==> config.mk <==
export PLATFORM = sky130hd
export DESIGN_NAME = pmfa_free_list
export DESIGN_NICKNAME = d
export VERILOG_FILES = /design/src/hdl/physical_memory_frame_allocator_assert.svh /design/src/hdl/pmfa_pkg.sv /design/src/hdl/pmfa_free_list.sv
export SDC_FILE = /design/constraint.sdc
export NUM_CORES = 2
export LEC_CHECK = 0
export BUFFER_PORTS_ARGS = -buffer_cell sky130_fd_sc_hd__buf_2
export CAP_MARGIN = 0
export CELL_PAD_IN_SITES_DETAIL_PLACEMENT = 1
export CELL_PAD_IN_SITES_GLOBAL_PLACEMENT = 1
export CORE_MARGIN = 2
export CORE_UTILIZATION = 58
export DETAILED_ROUTE_END_ITERATION = 6
export PLACE_DENSITY_LB_ADDON = 0.2
export SYNTH_ARGS = -nofsm -noshare
export SYNTH_HDL_FRONTEND = slang
export SYNTH_SLANG_ARGS = --single-unit
==> constraint.sdc <==
create_clock -name i_clk -period 7.9 [get_ports i_clk]
set_input_delay 0.79 -clock i_clk [delete_from_list [all_inputs] [get_ports i_clk]]
set_output_delay 0.79 -clock i_clk [all_outputs]
set_load 0.02 [all_outputs]
==> src/hdl/physical_memory_frame_allocator_assert.svh <==
// Assertion macros used by the frame allocator RTL.
`ifndef PHYSICAL_MEMORY_FRAME_ALLOCATOR_ASSERT_SVH
`define PHYSICAL_MEMORY_FRAME_ALLOCATOR_ASSERT_SVH

// Same-cycle implication, checked outside reset.
`define PMFA_ASSERT_NOW(label, ante, cons, msg) \
    label: assert property (@(posedge i_clk) disable iff (!i_rst_n) (ante) |-> (cons)) \
        else $error(msg);

// Next-cycle implication, checked outside reset.
`define PMFA_ASSERT_NEXT(label, ante, cons, msg) \
    label: assert property (@(posedge i_clk) disable iff (!i_rst_n) (ante) |=> (cons)) \
        else $error(msg);

`endif

==> src/hdl/pmfa_pkg.sv <==
// Shared types and codes for the physical memory frame allocator.
package pmfa_pkg;

    localparam int ADDR_W  = 16;
    localparam int BYTE_W  = 8;
    localparam int FRAME_W = 8;
    localparam int SIZE_W  = 17;
    localparam int NEXT_W  = 9;     // next unissued frame, 0..256

    localparam logic [1:0] FUNC_READ  = 2'd0;
    localparam logic [1:0] FUNC_WRITE = 2'd1;
    localparam logic [1:0] FUNC_GET   = 2'd2;
    localparam logic [1:0] FUNC_RET   = 2'd3;

    typedef struct packed {
        logic              rd;
        logic              we;
        logic [ADDR_W-1:0] addr;
        logic [BYTE_W-1:0] wdata;
    } t_byte_req;

    typedef struct packed {
        logic               get;
        logic               ret;
        logic [FRAME_W-1:0] frame;
    } t_fl_req;

    typedef struct packed {
        logic               ok;
        logic [FRAME_W-1:0] frame;
    } t_fl_resp;

endpackage

==> src/hdl/pmfa_free_list.sv <==
// Frame allocator: return stack in RAM plus the never-issued frame cursor.
module pmfa_free_list #(
    parameter int RETURN_DEPTH = 256,
    parameter int PAGE_SIZE    = 256,
    parameter int SZW          = 17
) (
    input  logic                 i_clk,
    input  logic                 i_rst_n,
    input  pmfa_pkg::t_fl_req    i_req,
    input  logic [SZW-1:0]       i_size,
    output pmfa_pkg::t_fl_resp   o_resp
);
    import pmfa_pkg::*;

    localparam int CNTW = $clog2(RETURN_DEPTH + 1);
    localparam int SIW  = (RETURN_DEPTH > 1) ? $clog2(RETURN_DEPTH) : 1;
    localparam int MW   = SZW + 10;

    logic [FRAME_W-1:0] stack_mem [RETURN_DEPTH];
    logic [FRAME_W-1:0] r_rd;
    logic [CNTW-1:0]    r_count;
    logic [CNTW-1:0]    n_count;
    logic [CNTW-1:0]    cnt_m1;
    logic [NEXT_W-1:0]  r_next;
    logic [NEXT_W-1:0]  n_next;
    logic               r_ok;
    logic               r_from_stack;
    logic [FRAME_W-1:0] r_frame;
    logic [MW-1:0]      frame_end;
    logic               new_avail;
    logic               size_nz;
    logic               do_pop;
    logic               do_new;
    logic               do_push;

    assign cnt_m1  = r_count - CNTW'(1);
    assign size_nz = (i_size != '0);

    // next < size / PAGE_SIZE  <=>  (next + 1) * PAGE_SIZE <= size; cap at 256 frames
    assign frame_end = (MW'(r_next) + MW'(1)) * MW'(PAGE_SIZE);
    assign new_avail = !r_next[NEXT_W-1] && (frame_end <= MW'(i_size));

    assign do_pop  = i_req.get && size_nz && (r_count != '0);
    assign do_new  = i_req.get && size_nz && (r_count == '0) && new_avail;
    assign do_push = i_req.ret && (r_count != CNTW'(RETURN_DEPTH));

    always_comb begin
        n_count = r_count;
        n_next  = r_next;
        if (do_pop) begin
            n_count = cnt_m1;
        end else if (do_push) begin
            n_count = r_count + CNTW'(1);
        end
        if (do_new) begin
            n_next = r_next + NEXT_W'(1);
        end
    end

    always_ff @(posedge i_clk) begin
        if (!i_rst_n) begin
            r_count <= '0;
            r_next  <= '0;
        end else begin
            r_count <= n_count;
            r_next  <= n_next;
        end
    end

    always_ff @(posedge i_clk) begin
        if (do_push) begin
            stack_mem[r_count[SIW-1:0]] <= i_req.frame;
        end
        if (do_pop) begin
            r_rd <= stack_mem[cnt_m1[SIW-1:0]];
        end
    end

    always_ff @(posedge i_clk) begin
        if (!i_rst_n) begin
            r_ok         <= 1'b0;
            r_from_stack <= 1'b0;
        end else if (i_req.get || i_req.ret) begin
            r_ok         <= do_pop | do_new | do_push;
            r_from_stack <= do_pop;
        end
    end

    always_ff @(posedge i_clk) begin
        if (i_req.get || i_req.ret) begin
            r_frame <= do_new ? r_next[FRAME_W-1:0] : '0;
        end
    end

    assign o_resp.ok    = r_ok;
    assign o_resp.frame = r_from_stack ? r_rd : r_frame;

endmodule

==> metrics.txt <==
Total Wirelength between 150000 and 200000 um; Max Cap Violations 0; Final WS setup 2.070 ns; Critical Path AT 6.36 ns; gp weighted congestion approximately 0.82; Final Slew Violations 0; Synth warnings 0; Die Area around 0.14 sq mm; pre-CTS setup slack approximately 2.1 ns; chip width between 300 and 400 um; CTS H-Tree Depth 4; post-DR wirelength/cell roughly 35 um; Avg Cell Area, Syn about 23 sq um; post-layout minimum cycle time around 5.8 ns; Crit path required time ~8.4 ns; Max-slew headroom 0.1017; Rows between 100 and 150; register clock-pin slew on the reported worst setup and hold paths about 0.06 ns; Unique masters post-synth 51; total setup buffers inserted after CTS 0; crit-path max cell delay between 0.8 and 0.9 ns; Crit. End Element flop; Nets roughly 3600; placed wire-length estimate around 120000 um; Via density ~6.7; die boundary height 377.7 um; leak pwr roughly 27 nW; Worst-Margin Slew 1.345 ns; Hold Buf Count CTS 0; DRT iter0 DRCs 4732; io pins 38; Metal-1 WL around 77000 um; critical path class reg2reg; sequential area share after synthesis 0.7702; most common cell after layout, fill and taps aside edfxtp_1; failing checks design-rule violations; Synth area leaders edfxtp_1 77%, mux4_2 18%, nor2_1 1.3%; mapped cell area approximately 0.08 sq mm; starting density of the core 0.5826; placed insts between 5000 and 6000; first-pass GRT wire length 287500 um; Clock Skew approximately 0.026 ns; Worst Path Max Fanout a little over 40; drt first pass iters 7; final instance count without filler cells approximately 5600; I/O Buffers 37; GRT overflow 0; fmax 171.5 MHz; CTS Buffer Depth 3; Multi-input gate area approximately 0.018 sq mm; Root Buffer clkbuf_16; Design Area, Final 0.08925 sq mm; Hold Fails Final Rpt 0; Setup TNS 0 ns; commonest non-fill, non-tap cells in the layout 2064 x edfxtp_1, 640 x mux4_2, 273 x nor2_1, 203 x clkbuf_16, 58 x clkinv_1; cell taking the most area after synthesis edfxtp_1; PD cells around 350 mW/mm^2; # fillers ~11000; Mapped Nets about 3500; clock latency on the worst-skew pair 0.85 ns; top sig layer met5; HP Class in2reg; via count between 30000 and 40000; register area approximately 0.062 sq mm; GRT Total Usage 0.2854; # setup viols final 0; area added between synthesis and finish 10.20%; Most used DFF post-synth edfxtp_1; vias in the first global route between 30000 and 40000; Seq cells post-synth around 2100; most frequent CP cell buf_4; Post-Synthesis Cells 3501; layout cells sized above 1 0.2757; Slowest-stage cell, CP dfxtp_4; EDFF count, synth just over 2000; initial antenna violation count 3; Met2 Routed Length just under 100000 um; Max VDD drop about 0.00028 V; Post-DRT Antenna Nets 0; ys async rst share 0; clk sinks ~2100; largest net degree at the start of global routing 170; Pwr Total roughly 32 mW; Yosys top cell area share 0.7653; Area after DPL approximately 0.083 sq mm; period utilization 0.7379; TritonCTS Buffers ~200; RSZ-0062 raised after global routing no; core footprint ~0.14 sq mm; Critical Path Source Type flop; status finished, violations left; drt drc 4; crit path cell chain inv_1 -> ha_1 -> xnor2_2 -> buf_4 -> buf_4 -> mux4_2 -> a22o_1 -> a221o_1 -> a22oi_1 -> o221ai_1; TritonCTS clock tree done; PostCTS Resize Cnt 0; routed wl met3 roughly 16000 um
## area by class of cell
type,count,area share
clock inverter,128,0.009197
sequential,2084,0.6990
clock buffer,247,0.05877
multi-input combinational,1197,0.1975
inverter,17,0.0007150
timing repair buffer,95,0.008440
antenna,1,0.00002804
tap,1876,0.02630
## critical path, delay by kind of cell, from the launching register on
kind | cells | cell delay, ns
flip-flops | 1 | 0.86
buffers and inverters | 3 | 1.66
multiplexers | 1 | 0.64
adder cells (fa/ha/maj) | 1 | 0.35
AO/OA/AOI/OAI | 4 | 1.61
XOR/XNOR | 1 | 0.26
## per-layer routing
metal  vias to the layer above  global-route usage
li1                      15110                   -
met1                     20340              0.3997
met5                         -                   0
met2                      1839              0.4637
met4                         4             0.08468
met3                       302             0.05595
## registers in the layout, indices dropped and copies added, names as in the netlist
signal / cells
stack_mem: 2048
r_from_stack: 1
r_frame: 8
r_count: 9
r_rd: 8
r_ok: 1
r_next: 9
## kinds of logic (layout without fill, tap and decap cells)
family / Yosys count / in the layout / synth area share
AOI/OAI and AO/OA: 116 / 116 / 0.01174
adders and majority gates: 15 / 15 / 0.002317
DFF: 2084 / 2084 / 0.7702
and+or+nand+nor: 390 / 390 / 0.02035
other: 0 / 1 / 0
buffers and inverters: 220 / 487 / 0.01313
xor gates and xnor gates: 20 / 20 / 0.002163
muxes: 656 / 656 / 0.1801
## synth_stat cells, drive strengths merged, types with 13 or more instances
library cell  count
a21oi            13
a221o            16
a221oi           16
a22o             33
buf             101
clkbuf          102
dfxtp            20
edfxtp         2064
ha               15
inv              16
mux4            640
nand2            43
nand3            19
nor2            274
## through the flow
stage	util	hold WS (ns)
floorplan	-	0.4605
global placement	0.5983	0.4807
detailed placement	0.5983	0.5122
CTS	0.6420	0.2991
global route	0.6420	0.3564
finish	0.6420	0.3503
## where the power goes
group	switching (mW)	total [mW]	internal [mW]
sequential	0.144	12.5	12.4
combinational	5.91	10.2	4.24
clock	4.04	8.97	4.93
total	10.1	31.6	21.5
## path summary, 6_finish.rpt
path | startpoint | end | slack, ns | cells past startpoint
setup / recovery | r_count[0] | r_rd[5] | 2.07 | 10
hold / removal | i_req[9] | r_from_stack | 0.35 | 4
setup reg to reg | r_count[0] | r_rd[5] | 2.07 | 10
hold reg to reg | r_next[0] | r_next[0] | 0.52 | 2
Note: power is estimated with default switching activity, not from simulation.
